$ cat config.mk
export PLATFORM = sky130hd
export DESIGN_NAME = mrt_cell
export DESIGN_NICKNAME = d
export VERILOG_FILES = /design/src/mrt_pkg.sv /design/src/mrt_cell.sv
export SDC_FILE = /design/constraint.sdc
export NUM_CORES = 1
export LEC_CHECK = 0
export ABC_AREA = 1
export BUFFER_PORTS_ARGS = -buffer_cell sky130_fd_sc_hd__buf_2
export CAP_MARGIN = 20
export CORE_MARGIN = 2
export CORE_UTILIZATION = 52
export CTS_CLUSTER_DIAMETER = 50
export CTS_CLUSTER_SIZE = 8
export DETAILED_ROUTE_END_ITERATION = 16
export PLACE_DENSITY = 0.9
export SETUP_SLACK_MARGIN = 0.2
export SLEW_MARGIN = 15
export SYNTH_ARGS = -nofsm -noshare
export SYNTH_HDL_FRONTEND = slang
export SYNTH_SLANG_ARGS = --single-unit
$ cat constraint.sdc
create_clock -name clk -period 4.4 [get_ports clk]
set_clock_uncertainty 0.2 [all_clocks]
set_input_delay 0.44 -clock clk [delete_from_list [all_inputs] [get_ports clk]]
set_output_delay 0.44 -clock clk [all_outputs]
set_load 0.01 [all_outputs]
$ cat src/mrt_pkg.sv
// ----------------------------------------------------------------------------
// mrt_pkg
// Shared constants and types of the mesh route table: status and operation
// codes, register indexes, reset values, scan carry and write command.
// ----------------------------------------------------------------------------
`default_nettype none

package mrt_pkg;

	localparam int ROUTES_DEF  = 16;
	localparam int ID_BITS_DEF = 32;

	localparam int FIELD_ID_W = 32;
	localparam int TIME_W     = 32;
	localparam int HOPS_W     = 8;
	localparam int RSSI_W     = 8;
	localparam int MARGIN_W   = 7;
	localparam int STATUS_W   = 3;
	localparam int SLOT_W     = 4;
	localparam int CFG_IDX_W  = 2;
	localparam int CFG_DATA_W = 32;

	localparam logic OP_UPDATE = 1'b0;
	localparam logic OP_LOOKUP = 1'b1;

	localparam logic [STATUS_W-1:0] ST_HIT      = 3'd0;
	localparam logic [STATUS_W-1:0] ST_MISS     = 3'd1;
	localparam logic [STATUS_W-1:0] ST_EXPIRED  = 3'd2;
	localparam logic [STATUS_W-1:0] ST_REFUSED  = 3'd3;
	localparam logic [STATUS_W-1:0] ST_REPLACED = 3'd4;
	localparam logic [STATUS_W-1:0] ST_KEPT     = 3'd5;
	localparam logic [STATUS_W-1:0] ST_ADDED    = 3'd6;
	localparam logic [STATUS_W-1:0] ST_EVICTED  = 3'd7;

	localparam logic [CFG_IDX_W-1:0] REG_HOP_LIMIT    = 2'd0;
	localparam logic [CFG_IDX_W-1:0] REG_ROUTE_TMO    = 2'd1;
	localparam logic [CFG_IDX_W-1:0] REG_UPPER_MARGIN = 2'd2;
	localparam logic [CFG_IDX_W-1:0] REG_LOWER_MARGIN = 2'd3;

	localparam logic [HOPS_W-1:0]   HOP_LIMIT_RST = 8'd7;
	localparam logic [TIME_W-1:0]   ROUTE_TMO_RST = 32'd60000;
	localparam logic [MARGIN_W-1:0] MARGIN_RST    = 7'd5;

	typedef struct packed {
		logic                     tok;
		logic                     hit;
		logic                     free;
		logic [TIME_W-1:0]        hit_stamp;
		logic [HOPS_W-1:0]        hit_hops;
		logic signed [RSSI_W-1:0] hit_rssi;
		logic [TIME_W-1:0]        old_age;
	} scan_t;

	typedef struct packed {
		logic wr;
		logic clr;
	} cmd_t;

endpackage

`default_nettype wire

$ cat src/mrt_cell.sv
// ----------------------------------------------------------------------------
// mrt_cell
// One route entry of the table. Folds its entry into the scan carry that
// passes through it and takes writes and deactivations from the controller.
// ----------------------------------------------------------------------------
`default_nettype none

module mrt_cell #(
	parameter int IDX     = 0,
	parameter int ROUTES  = mrt_pkg::ROUTES_DEF,
	parameter int ID_BITS = mrt_pkg::ID_BITS_DEF,
	parameter int IDX_W   = (ROUTES > 1) ? $clog2(ROUTES) : 1
) (
	input  wire                                    clk,
	input  wire                                    arst_n,
	input  wire [ID_BITS-1:0]                      qry_id,
	input  wire [ID_BITS-1:0]                      qry_relay,
	input  wire [mrt_pkg::HOPS_W-1:0]              qry_hops,
	input  wire signed [mrt_pkg::RSSI_W-1:0]       qry_rssi,
	input  wire [mrt_pkg::TIME_W-1:0]              qry_now,
	input  wire mrt_pkg::cmd_t                     cmd,
	input  wire [IDX_W-1:0]                        cmd_idx,
	input  wire mrt_pkg::scan_t                    carry_in,
	input  wire [IDX_W-1:0]                        hit_idx_in,
	input  wire [IDX_W-1:0]                        free_idx_in,
	input  wire [IDX_W-1:0]                        old_idx_in,
	input  wire [ID_BITS-1:0]                      hit_hop_in,
	output mrt_pkg::scan_t                         carry_out,
	output logic [IDX_W-1:0]                       hit_idx_out,
	output logic [IDX_W-1:0]                       free_idx_out,
	output logic [IDX_W-1:0]                       old_idx_out,
	output logic [ID_BITS-1:0]                     hit_hop_out
);
	import mrt_pkg::*;

	localparam logic [IDX_W-1:0] MY_IDX = IDX_W'(IDX);

	logic                     valid_q;
	logic [ID_BITS-1:0]       dest_q;
	logic [ID_BITS-1:0]       hop_q;
	logic [HOPS_W-1:0]        hops_q;
	logic signed [RSSI_W-1:0] rssi_q;
	logic [TIME_W-1:0]        stamp_q;

	scan_t              carry_q;
	logic [IDX_W-1:0]   hit_idx_q;
	logic [IDX_W-1:0]   free_idx_q;
	logic [IDX_W-1:0]   old_idx_q;
	logic [ID_BITS-1:0] hit_hop_q;

	logic              sel;
	logic              match;
	logic [TIME_W-1:0] age;
	logic              take_hit;
	logic              take_free;
	logic              take_old;
	scan_t             carry_d;

	assign sel       = (cmd_idx == MY_IDX);
	assign match     = valid_q && (dest_q == qry_id);
	assign age       = qry_now - stamp_q;
	assign take_hit  = carry_in.tok && match && !carry_in.hit;
	assign take_free = carry_in.tok && !valid_q && !carry_in.free;
	assign take_old  = carry_in.tok && (age > carry_in.old_age);

	always_comb begin
		carry_d = carry_in;
		if (take_hit) begin
			carry_d.hit       = 1'b1;
			carry_d.hit_stamp = stamp_q;
			carry_d.hit_hops  = hops_q;
			carry_d.hit_rssi  = rssi_q;
		end
		if (take_free) begin
			carry_d.free = 1'b1;
		end
		if (take_old) begin
			carry_d.old_age = age;
		end
	end

	always_ff @(posedge clk or negedge arst_n) begin
		if (!arst_n) begin
			valid_q <= 1'b0;
			carry_q <= '0;
		end else begin
			carry_q <= carry_d;
			if (sel && cmd.wr) begin
				valid_q <= 1'b1;
			end else if (sel && cmd.clr) begin
				valid_q <= 1'b0;
			end
		end
	end

	always_ff @(posedge clk) begin
		if (sel && cmd.wr) begin
			dest_q  <= qry_id;
			hop_q   <= qry_relay;
			hops_q  <= qry_hops;
			rssi_q  <= qry_rssi;
			stamp_q <= qry_now;
		end
		hit_idx_q  <= take_hit ? MY_IDX : hit_idx_in;
		hit_hop_q  <= take_hit ? hop_q : hit_hop_in;
		free_idx_q <= take_free ? MY_IDX : free_idx_in;
		old_idx_q  <= take_old ? MY_IDX : old_idx_in;
	end

	assign carry_out    = carry_q;
	assign hit_idx_out  = hit_idx_q;
	assign free_idx_out = free_idx_q;
	assign old_idx_out  = old_idx_q;
	assign hit_hop_out  = hit_hop_q;

endmodule

`default_nettype wire

Yosys cells after proc, flatten, opt, wreduce, memory -nomap -nowiden
Cells that the tools add are included.

word-level totals
  register bits = 240
  input bits = 247
  output and inout bits = 127
  word-level logic and storage cells = 40

cells by class
  add/subtract/negate cells = 1
  order comparisons = 1
  equal/unequal tests = 1
  mux-type cells = 7
  reduce and logical (&&, ||, !) cells = 13

operators by type and width
  kind                            count
  2-to-1 mux 32 bit               2
  2-to-1 mux 48 bit               1
  == test 32 bit                  1
  greater-than comparator 32 bit  1
  subtractor 32 bit               1
  logical AND 1 bit               8
  logical NOT 4 bit               1
  2-to-1 mux 1 bit                4
  logical NOT 1 bit               3
  nonzero test 2 bit              1

Depth between registers and ports, before layout
Gate-level depths: netlist (run 1).

  depth in word-level cells = 5
  gate-level depth with buffers = 26
  mapped depth without buffers = 25

Worst setup path after synthesis (run 1)
Ideal clock, no wire load.

  path kind = input -> register
  from = input cmd_idx[1]
  to = register dest_q[0] (enable)
  setup time = 0.465 ns
  data arrival time = 3.011 ns
  required time = 3.735 ns
  slack = 0.724 ns
  stages = 3
  path buffers = 0
  cells stage by stage = nor4_1 nand2_1 inv_1

on the way
  word-level cells in the longest chain between the ends = 2

ends and longest elaborated chain
  what                  RTL line        source
  start, declared       mrt_cell.sv:22  input wire [IDX_W-1:0] cmd_idx,
  logical NOT 4 bit     mrt_cell.sv:59  assign sel = (cmd_idx == MY_IDX);
  logical AND 1 bit     mrt_cell.sv:97  if (sel && cmd.wr) begin
  end signal, assigned  mrt_cell.sv:98  dest_q <= qry_id;
  end, declared         mrt_cell.sv:39  logic [ID_BITS-1:0] dest_q;

No other way between the ends.
A chain may end at the register's enable or synchronous reset.

==> metrics, run 1 <==
vias in the first global route between 10000 and 15000; first-pass GRT wire length 77.1 mm; critical path peak fanout 19; H-tree depth 2; f_max about 0.24 GHz; final setup vio count 0; GRT overflow 0; NetSw between 1500 and 2000 uW; most frequent CP cell nand2_1; total track usage 0.424; Clock Sink Count 240; Die X-Extent between 150 and 200 um; commonest non-fill, non-tap cell in the layout nand2_1; clk slew on worst S/H paths around 60 ps; hold crit path type input port to flop; RR Startpoint stamp_q[18]; multi-input logic area about 4700 um^2; DR vias between 10000 and 15000; origin of the worst setup path qry_now[18]; delay-heaviest family, CP simple AND/OR/NAND/NOR gates; Slew HR 0.312; synth unique cells 33; Synth-to-Final Area Change 47.4%; core area around 23000 um^2; worst-margin pin slew between 1000 and 1500 ps; WS Path Type input port to flop; final non-filler cell total between 2000 and 2500; Die Ht approximately 160 um; Ys Warns 0; total power draw ~6300 uW; post-detailed-route count of antenna-violating nets 0; clk buf depth 3; hpwl dp 27.6 mm; Post-Syn Area between 10000 and 15000 um^2; most frequent cells in the layout nand2_1, buf_2, dlygate4sd3_1; initial antenna violation count 24; Cell Int Power 4540 uW; Post-Synthesis Cells roughly 1400; cts bufs inserted 36; HP Start cmd[0]; gp weighted congestion about 1.0; pre-CTS setup slack 306 ps; die area 24500 um^2; Tcrit/Tclk final 0.931; WP data arrival 4340 ps; Starting Density 0.532; Combinational Power Share 0.179; Critical Path RT 4640 ps; setup TNS 0 ps; DRC violations left 0; sequential element share of the synthesized area 0.525; Hold Violations, Final 0; drt total wl between 50 and 60 mm; final worst slack between 300 and 400 ps; IO Count between 300 and 400; #FFs+latches synth between 200 and 250; register area 6350 um^2; initial drt markers about 1500; RSZ-0062 raised after global routing no; PwrDens ~350 nW/um^2; DP Cell Count around 2100; CTS tree yes; Peak VDD IR approximately 0.3 mV; Slowest Stage Delay on Critical Path between 500 and 600 ps; Pleak between 0.009 and 0.01 uW; Routed WL per cell ~22 um; share of cells above drive strength 1 0.214; IO buf count 373; mean post-synth cell area ~8.4 um^2; Seq pwr share 0.400; max-slew violations 0; fill count 1303; max cap viols 0; Final nets 2379; DR pass1 iterations 8; Setup crit end kind flop; vias per cell 5.66; row count 55; cell chain of the critical path dlygate4sd3_1 > buf_2 > ha_1 > nand2_1 > nor2_2 > inv_1 > nor2_1 > nand3_1 > nand3_1 > nand2_1 > nand2_1 > inv_1 > ha_1 > nand2_1 > nor2_1 > nand4_1 > nor2_1 > nand2_1 > nand2_2 > inv_4 > nand2_2 > clkbuf_16 > nand2_1 > nand2_1; switching share of power 0.277; crit path buf inv count 6; Clock Latency Late Sink approximately 520 ps; pin count of the biggest net entering global routing 85; Root Buffer Master clkbuf_16; syn nets 1757; Worst R2R Setup Slack around 520 ps; slowest stage cell, crit path dlygate4sd3_1; Clk pwr share 0.421; Final min period about 4100 ps; Critical Path Source Type input port; outcome finished clean
-- worst paths after layout --
path                                  to  depth (start not counted)
min in group asynchronous  carry_out[16]                          2
max                        carry_out[16]                         24
max reg2reg                carry_out[16]                         23
max in group asynchronous  carry_out[81]                          3
min reg2reg                carry_out[44]                          2
min                              valid_q                          3
-- cell type report --
| type | instances | share of cell area |
|---|---|---|
| inverter | 231 | 0.0490 |
| clock inverter | 2 | 0.00141 |
| sequential | 240 | 0.356 |
| antenna | 19 | 0.00267 |
| timing repair buffer | 623 | 0.246 |
| multi-input combinational | 936 | 0.266 |
| tap | 285 | 0.0200 |
| clock buffer | 63 | 0.0585 |
-- timing repair --
action	4_1_cts	5_1_grt
resized for setup	0	15
buffers inserted	0	5
setup endpoints to repair	0	36
hold buffers	237	0
hold endpoints to repair	286	0
-- kinds of logic (layout without fill, tap and decap cells) --
group / Yosys count / in the layout / synth area share
compound gates: 54 / 54 / 0.0247
xor+xnor: 29 / 29 / 0.0210
fa+ha+maj: 64 / 64 / 0.0669
buf+inv: 270 / 919 / 0.0869
flops: 240 / 240 / 0.525
other cells: 0 / 19 / 0
simple gates: 789 / 789 / 0.275
-- cell usage after synthesis, drive strengths merged --
master | instances | area share
and3 | 1 | 0.00052
a21oi | 33 | 0.014
ha | 63 | 0.065
nand3 | 51 | 0.021
or2 | 4 | 0.0021
nor4 | 2 | 0.0010
inv | 231 | 0.072
nand3b | 2 | 0.0012
o22ai | 5 | 0.0026
a21o | 3 | 0.0019
fa | 1 | 0.0017
edfxtp | 112 | 0.28
buf | 16 | 0.0080
dfrtp | 84 | 0.17
nand4 | 95 | 0.049
clkbuf | 23 | 0.0071
dfxtp | 44 | 0.073
nand2 | 559 | 0.17
o21bai | 2 | 0.0012
xnor2 | 11 | 0.0080
o21ai | 9 | 0.0037
o21a | 2 | 0.0012
nor2 | 65 | 0.021
xor2 | 18 | 0.013
nor3 | 6 | 0.0025
and2 | 4 | 0.0021
-- power groups by stage --
stage / clock network [uW] / logic [uW] / registers [uW]
CTS: 2600 / 1010 / 2500
global route: 2740 / 1210 / 2520
floorplan: 0 / 409 / 2590
detailed placement: 0 / 827 / 2540
global placement: 0 / 796 / 2540
finish: 2650 / 1120 / 2510
-- tightest hold or removal path: stages --
cell and delay, ps:
buf_2 70, and2_1 100, o21ai_0 70
-- through the flow --
step / hold WS (ps) / cell area [um^2] / utilization
after floorplan: -55.6 / 12100 / -
after global placement: 272 / 14200 / 0.625
after detailed placement: 279 / 14200 / 0.625
after CTS: 8.71 / 17600 / 0.777
after global routing: 26.6 / 17800 / 0.783
final: 10.0 / 17800 / 0.784
-- registers in the layout (all words and copies together) (netlist names), 8 cells and up --
signal / count
carry_out: 83
hops_q: 8
rssi_q: 8
hit_hop_out: 32
dest_q: 32
stamp_q: 32
hop_q: 32
-- per-layer routing --
metal  wire, um  GRT usage  vias up
li1           -          -     5878
met1      17100      0.430     6185
met2      24600      0.691     1099
met3       6160      0.183      393
met4       4520      0.318       16
met5        155     0.0166        -
(Power assumes the default switching activity.)
==> run 2: changes to the inputs <==
==> constraint.sdc (replaced) <==
create_clock -name clk -period 4.4 [get_ports clk]
set_clock_uncertainty 0.2 [all_clocks]
set_input_delay 0.22 -clock clk [delete_from_list [all_inputs] [get_ports clk]]
set_output_delay 0.22 -clock clk [all_outputs]
set_load 0.01 [all_outputs]
==> run 2 against run 1 <==
Via count grew 1.5%. Fmax grew 3.8%. Total power grew 2.0%. Count of clock-buffer cells in the layout grew 1. Final cell count grew 0.42%. Non-clock buffer count grew 8. Hold slack gained 40 ps. Critical path depth is the same. Critical endpoint is now carry_out[20].
==> metrics, run 2 (synthesized netlist as in run 1, its figures left out) <==
Root Buffer Master clkbuf_16; commonest non-fill, non-tap cell in the layout nand2_1; final setup vio count 0; Hold Violations, Final 0; setup TNS 0 ps; GRT met1 Usage 0.458; hpwl dp 27.4 mm; GRT overflow 0; hold crit path type input port to asynchronous set/reset pin; Clock Latency Late Sink 520 ps; Synth-to-Final Area Change 48.1%; IO Count approximately 370; met3 Usage GRT 0.222; die area 24500 um^2; most frequent cells in the layout nand2_1, buf_2, dlygate4sd3_1; PwrDens about 360 nW/um^2; H-tree depth 2; Critical Path Source Type input port; CTS tree yes; slowest stage cell, crit path dlygate4sd3_1; max FFs per register 83; Slowest Stage Delay on Critical Path roughly 580 ps; Slew HR 0.316; DP Area 14200 um^2; met2 Track Usage GR 0.706; Setup crit end kind flop; Pleak roughly 0.0093 uW; initial drt markers 1646; Clock Sink Count between 200 and 250; Die Ht about 160 um; vias per cell between 5 and 6; vias in the first global route 14200; IO buf count 373; gp weighted congestion 0.930; Final Cell Area 17900 um^2; share of cells above drive strength 1 0.210; WS Path Type input port to flop; Peak VDD IR a little over 0.3 mV; RSZ-0062 raised after global routing no; delay-heaviest family, CP simple AND/OR/NAND/NOR gates; initial antenna violation count 23; outcome finished clean; Die X-Extent between 150 and 200 um; f_max between 0.2 and 0.3 GHz; Starting Density 0.532; pin count of the biggest net entering global routing 85; clk slew on worst S/H paths roughly 60 ps; Critical Path RT about 4600 ps; max-slew violations 0; DR pass1 iterations 8; row count 55; post-detailed-route count of antenna-violating nets 0; cts bufs inserted 37; GR peak layer met2; Tcrit/Tclk final 0.897; WP data arrival about 4200 ps; pre-CTS setup slack ~480 ps; final worst slack approximately 450 ps; clk buf depth 3; max cap viols 0; drt total wl approximately 54 mm; total track usage 0.446; Final min period about 4000 ps; fill count approximately 1300; first-pass GRT wire length between 80 and 90 mm; most frequent CP cell nand2_1; worst-margin pin slew ~1000 ps; DRC violations left 0; core area 22700 um^2; total power draw about 6400 uW; cell chain of the critical path dlygate4sd3_1 > buf_2 > ha_1 > nand2_1 > nor2_2 > inv_1 > nor2_1 > nand3_1 > nand3_1 > nand2_1 > nand2_1 > inv_1 > ha_1 > nand2_1 > nor2_1 > nand4_1 > nor2_1 > nand2_1 > nand2_1 > inv_2 > nand2_2 > buf_12 > nand2_1 > nand2_1; crit path buf inv count 6; DR vias between 10000 and 15000; Final nets ~2400; critical path peak fanout 28; Routed WL per cell 22.2 um
-- run 2: cell count changes in the layout (fill, tap and decap cells not counted), moves of 2 or more --
cell           previous run  this run
buf_4                    11         9
clkbuf_16                37        39
clkbuf_8                  4         2
dlygate4sd3_1           237       248
nand2_1                 555       557
-- run 2: path summary, 6_finish.rpt --
check | start | to | slack (ps) | cells past startpoint
setup / recovery | qry_now[18] | carry_out[20] | 450 | 24
hold / removal | arst_n | carry_out[77] | 50 | 2
setup reg to reg | stamp_q[19] | carry_out[20] | 480 | 23
hold reg to reg | hop_q[13] | hit_hop_out[13] | 310 | 2
max in group asynchronous | arst_n | carry_out[58] | 2840 | 3
min in group clk | qry_relay[25] | hop_q[25] | 220 | 2
-- run 2: layout make-up --
| cell class | instances | area, um^2 | share of cell area |
|---|---|---|---|
| antenna | 19 | 47.5 | 0.00266 |
| clock buffer | 64 | 1090 | 0.0609 |
| clock inverter | 3 | 22.5 | 0.00126 |
| inverter | 231 | 870 | 0.0486 |
| multi-input combinational | 936 | 4700 | 0.263 |
| sequential | 240 | 6350 | 0.355 |
| tap | 285 | 357 | 0.0199 |
| timing repair buffer | 631 | 4450 | 0.249 |
-- run 2: per-layer routing --
metal  part of all wire  vias to the layer above  wire length (um)
met5             0.0037                        -               198
met4              0.084                       16              4490
met3               0.12                      417              6390
met2               0.47                     1162             24900
met1               0.33                     6272             17500
li1                   -                     5902                 -
-- run 2: metrics by stage --
stage          hold WS, ps  instances   util
3_3_place_gp         -2.46       2074  0.626
6_report              49.6       2409  0.788
2_1_floorplan         -276       1446      -
4_1_cts               24.4       2389  0.784
5_1_grt               81.5       2402  0.787
3_5_place_dp          2.33       2074  0.626
-- run 2: power by group --
group	leakage [uW]	internal, uW	switching, uW
clock	0.000535	1680	1100
combinational	0.00644	479	643
sequential	0.00237	2460	51.5
total	0.00934	4620	1790
-- run 2: what timing repair did --
item	CTS	global route
hold buffers	248	0
hold endpoints to repair	273	0
setup buffers	0	1
gates resized for setup	0	6
setup endpoints to repair	0	28
==> run 3: changes to the inputs <==
- ABC_AREA: 1 -> 0
- CAP_MARGIN: 20 -> 5
- CORE_UTILIZATION: 52 -> 50
- PLACE_DENSITY: 0.9 -> 0.89
==> run 3 against run 2 <==
Core utilization is 4.2 points higher. Register-to-register slack lost 990 ps. Synthesized cell count fell by 43%. Combinational power is 9.8% higher. Final area fell by 2.5%. Fmax shrank 20%. Sequential share of layout area rose by 0.90 points. Largest cell class unchanged. Hold slack worse by 20 ps. The flow now finishes with violations (setup timing). Critical path type is now flop to flop. Die area down 7.6%. Worst setup slack worse by 970 ps.
==> metrics, run 3 <==
final setup vio count 36; pin count of the biggest net entering global routing 66; Util after Layout 0.830; vias in the first global route around 11000; outcome finished, violations left; worst-margin pin slew around 750 ps; most frequent cells in the layout buf_2, dlygate4sd3_1, edfxtp_1; final worst slack -512 ps; Clock Sink Count 240; final non-filler cell total between 1500 and 2000; Register-to-Register Path Depth 21; initial antenna violation count 15; max cap viols 0; async set-or-reset flop fraction in the synthesized netlist 0.350; Die X-Extent between 150 and 200 um; top cell type by total area after synthesis edfxtp_1; Pleak ~0.008 uW; max-slew violations 0; hpwl dp 22.1 mm; Critical Path RT ~4600 ps; hold path cells 4; #FFs+latches synth between 200 and 250; Clock Latency Late Sink 520 ps; mean post-synth cell area 12.9 um^2; WS Path Type flop to flop; Routed WL per cell ~24 um; PwrDens 374 nW/um^2; Critical Path Source Type flop; Top Metal Used met5; DRC violations left 0; commonest non-fill, non-tap cell in the layout buf_2; vias per cell about 5.7; IO Count 374; DP Cell Count between 1000 and 1500; met1 WL between 10 and 15 mm; failing checks setup timing; sequential element share of the synthesized area 0.592; max FFs per register 83; WL met2 approximately 23 mm; Die Ht 150 um; gp weighted congestion ~0.91; total power draw 6520 uW; syn nets ~1100; WP data arrival 5090 ps; f_max between 0.2 and 0.25 GHz; die area about 23000 um^2; hold crit path type input port to flop; first-pass GRT wire length roughly 63 mm; count leader, synth edfxtp_1; critical path peak fanout 10; synth unique cells between 40 and 50; Setup crit end kind flop; Starting Density 0.510; DR pass1 iterations 6; fill count between 900 and 1000; Root Buffer Master clkbuf_16; GRT overflow 0; synth top area cells edfxtp_1, dfrtp_1, mux2_2; Synth top area share 0.314; share of cells above drive strength 1 0.404; Peak VDD IR slightly below 0.3 mV; H-tree depth 2; Synth Flop Type edfxtp_1; Post-Synthesis Cells roughly 830; IO buf count approximately 370; clk buf depth 3; Slew HR 0.499; Hold Violations, Final 0; Post-Syn Area between 10000 and 15000 um^2; clk slew on worst S/H paths roughly 50 ps; RSZ-0062 raised after global routing yes; routed wl met3 about 3.9 mm; DR vias roughly 11000; Final nets 1841; initial drt markers approximately 1200; row count 53; CTS tree yes; cts bufs inserted 38; post-detailed-route count of antenna-violating nets 0; EDFF count, synth between 100 and 150; drt total wl 44.9 mm; core area about 21000 um^2; Final min period a little under 5000 ps; Tcrit/Tclk final 1.12; top cells by instance count after synthesis edfxtp_1, mux2_2, dfrtp_1; Ys Warns 0; total track usage 0.374; Synth-to-Final Area Change 62.8%
## run 3: cell types whose count changed after synthesis, moves of 30 or more
| cell | delta |
|---|---|
| nand3_1 | -46 |
| a21o_1 | +31 |
| mux2_2 | +94 |
| o21ai_0 | +30 |
| nand2_1 | -519 |
| inv_1 | -161 |
| nand4_1 | -79 |
| nor2_1 | -36 |
## run 3: layout make-up
cell class	instances	area (um^2)	area share
Antenna cell	16	40.0	0.00230
Clock buffer	62	1060	0.0609
Clock inverter	8	67.6	0.00387
Inverter	68	255	0.0146
Multi-Input combinational cell	503	4380	0.251
Sequential cell	240	6350	0.364
Tap cell	275	344	0.0197
Timing Repair Buffer	679	4950	0.284
## run 3: cells by family after synthesis
kind of cell | count (synthesis) | share of synthesized area
XOR/XNOR | 59 | 0.0482
flip-flops | 240 | 0.592
adder cells (fa/ha/maj) | 64 | 0.0755
AND/OR/NAND/NOR | 138 | 0.0639
buffers and inverters | 88 | 0.0315
multiplexers | 96 | 0.101
AO/OA/AOI/OAI | 146 | 0.0877
## run 3: repair_timing
action,in CTS,in global routing
buffers inserted,20,12
gates cloned,3,0
endpoints found under the hold margin,285,0
pin swaps,8,23
endpoints found under the setup margin,36,36
resized for setup,51,49
hold buffers,248,0
## run 3: final timing paths
kind / to / slack [ps] / start
worst max-delay path: carry_out[15] / -510 / stamp_q[4]
worst min-delay path: carry_out[1] / 30 / qry_now[1]
worst max register to register: carry_out[15] / -510 / stamp_q[4]
worst min register to register: hit_hop_out[31] / 270 / hop_q[31]
max in group asynchronous: carry_out[35] / 2860 / arst_n
min in group asynchronous: carry_out[3] / 90 / arst_n
## run 3: where the power goes
group / internal (uW) / switching, uW / total (uW)
clock: 1660 / 1110 / 2760
sequential: 2470 / 55.5 / 2520
combinational: 621 / 608 / 1230
total: 4740 / 1770 / 6520
## run 3: through the flow
stage                     instance area (um^2)  TNS, ps  worst slack [ps]  hold slack (ps)
after floorplan                          10700        0               249             -276
after global placement                   13100     -997             -64.0             71.7
after detailed placement                 13100    -4820              -217             79.1
after CTS                                17100     -688             -58.9             18.3
after global routing                     17400   -16390              -574             49.7
final                                    17400   -14800              -512             29.6
## run 3: worst max-delay path: stages (launching register included)
cell and delay [ps]:
edfxtp_1 430, inv_2 100, ha_4 200, a21o_1 180, a211o_1 260, o21a_1 200
o31a_1 320, a311oi_2 370, buf_4 190, o21bai_1 90, xor2_1 180, ha_1 320
nand4_1 200, nor4_4 490, buf_4 210, a21bo_4 150, a21oi_4 50, buf_6 160
buf_4 150, buf_16 140, nand2_1 100, o21ai_1 90
## run 3: metal layers
| layer | vias up | track usage |
|---|---|---|
| met5 | - | 0.0182 |
| met4 | 4 | 0.272 |
| met3 | 304 | 0.0921 |
| met2 | 877 | 0.656 |
| met1 | 4968 | 0.386 |
| li1 | 4395 | - |
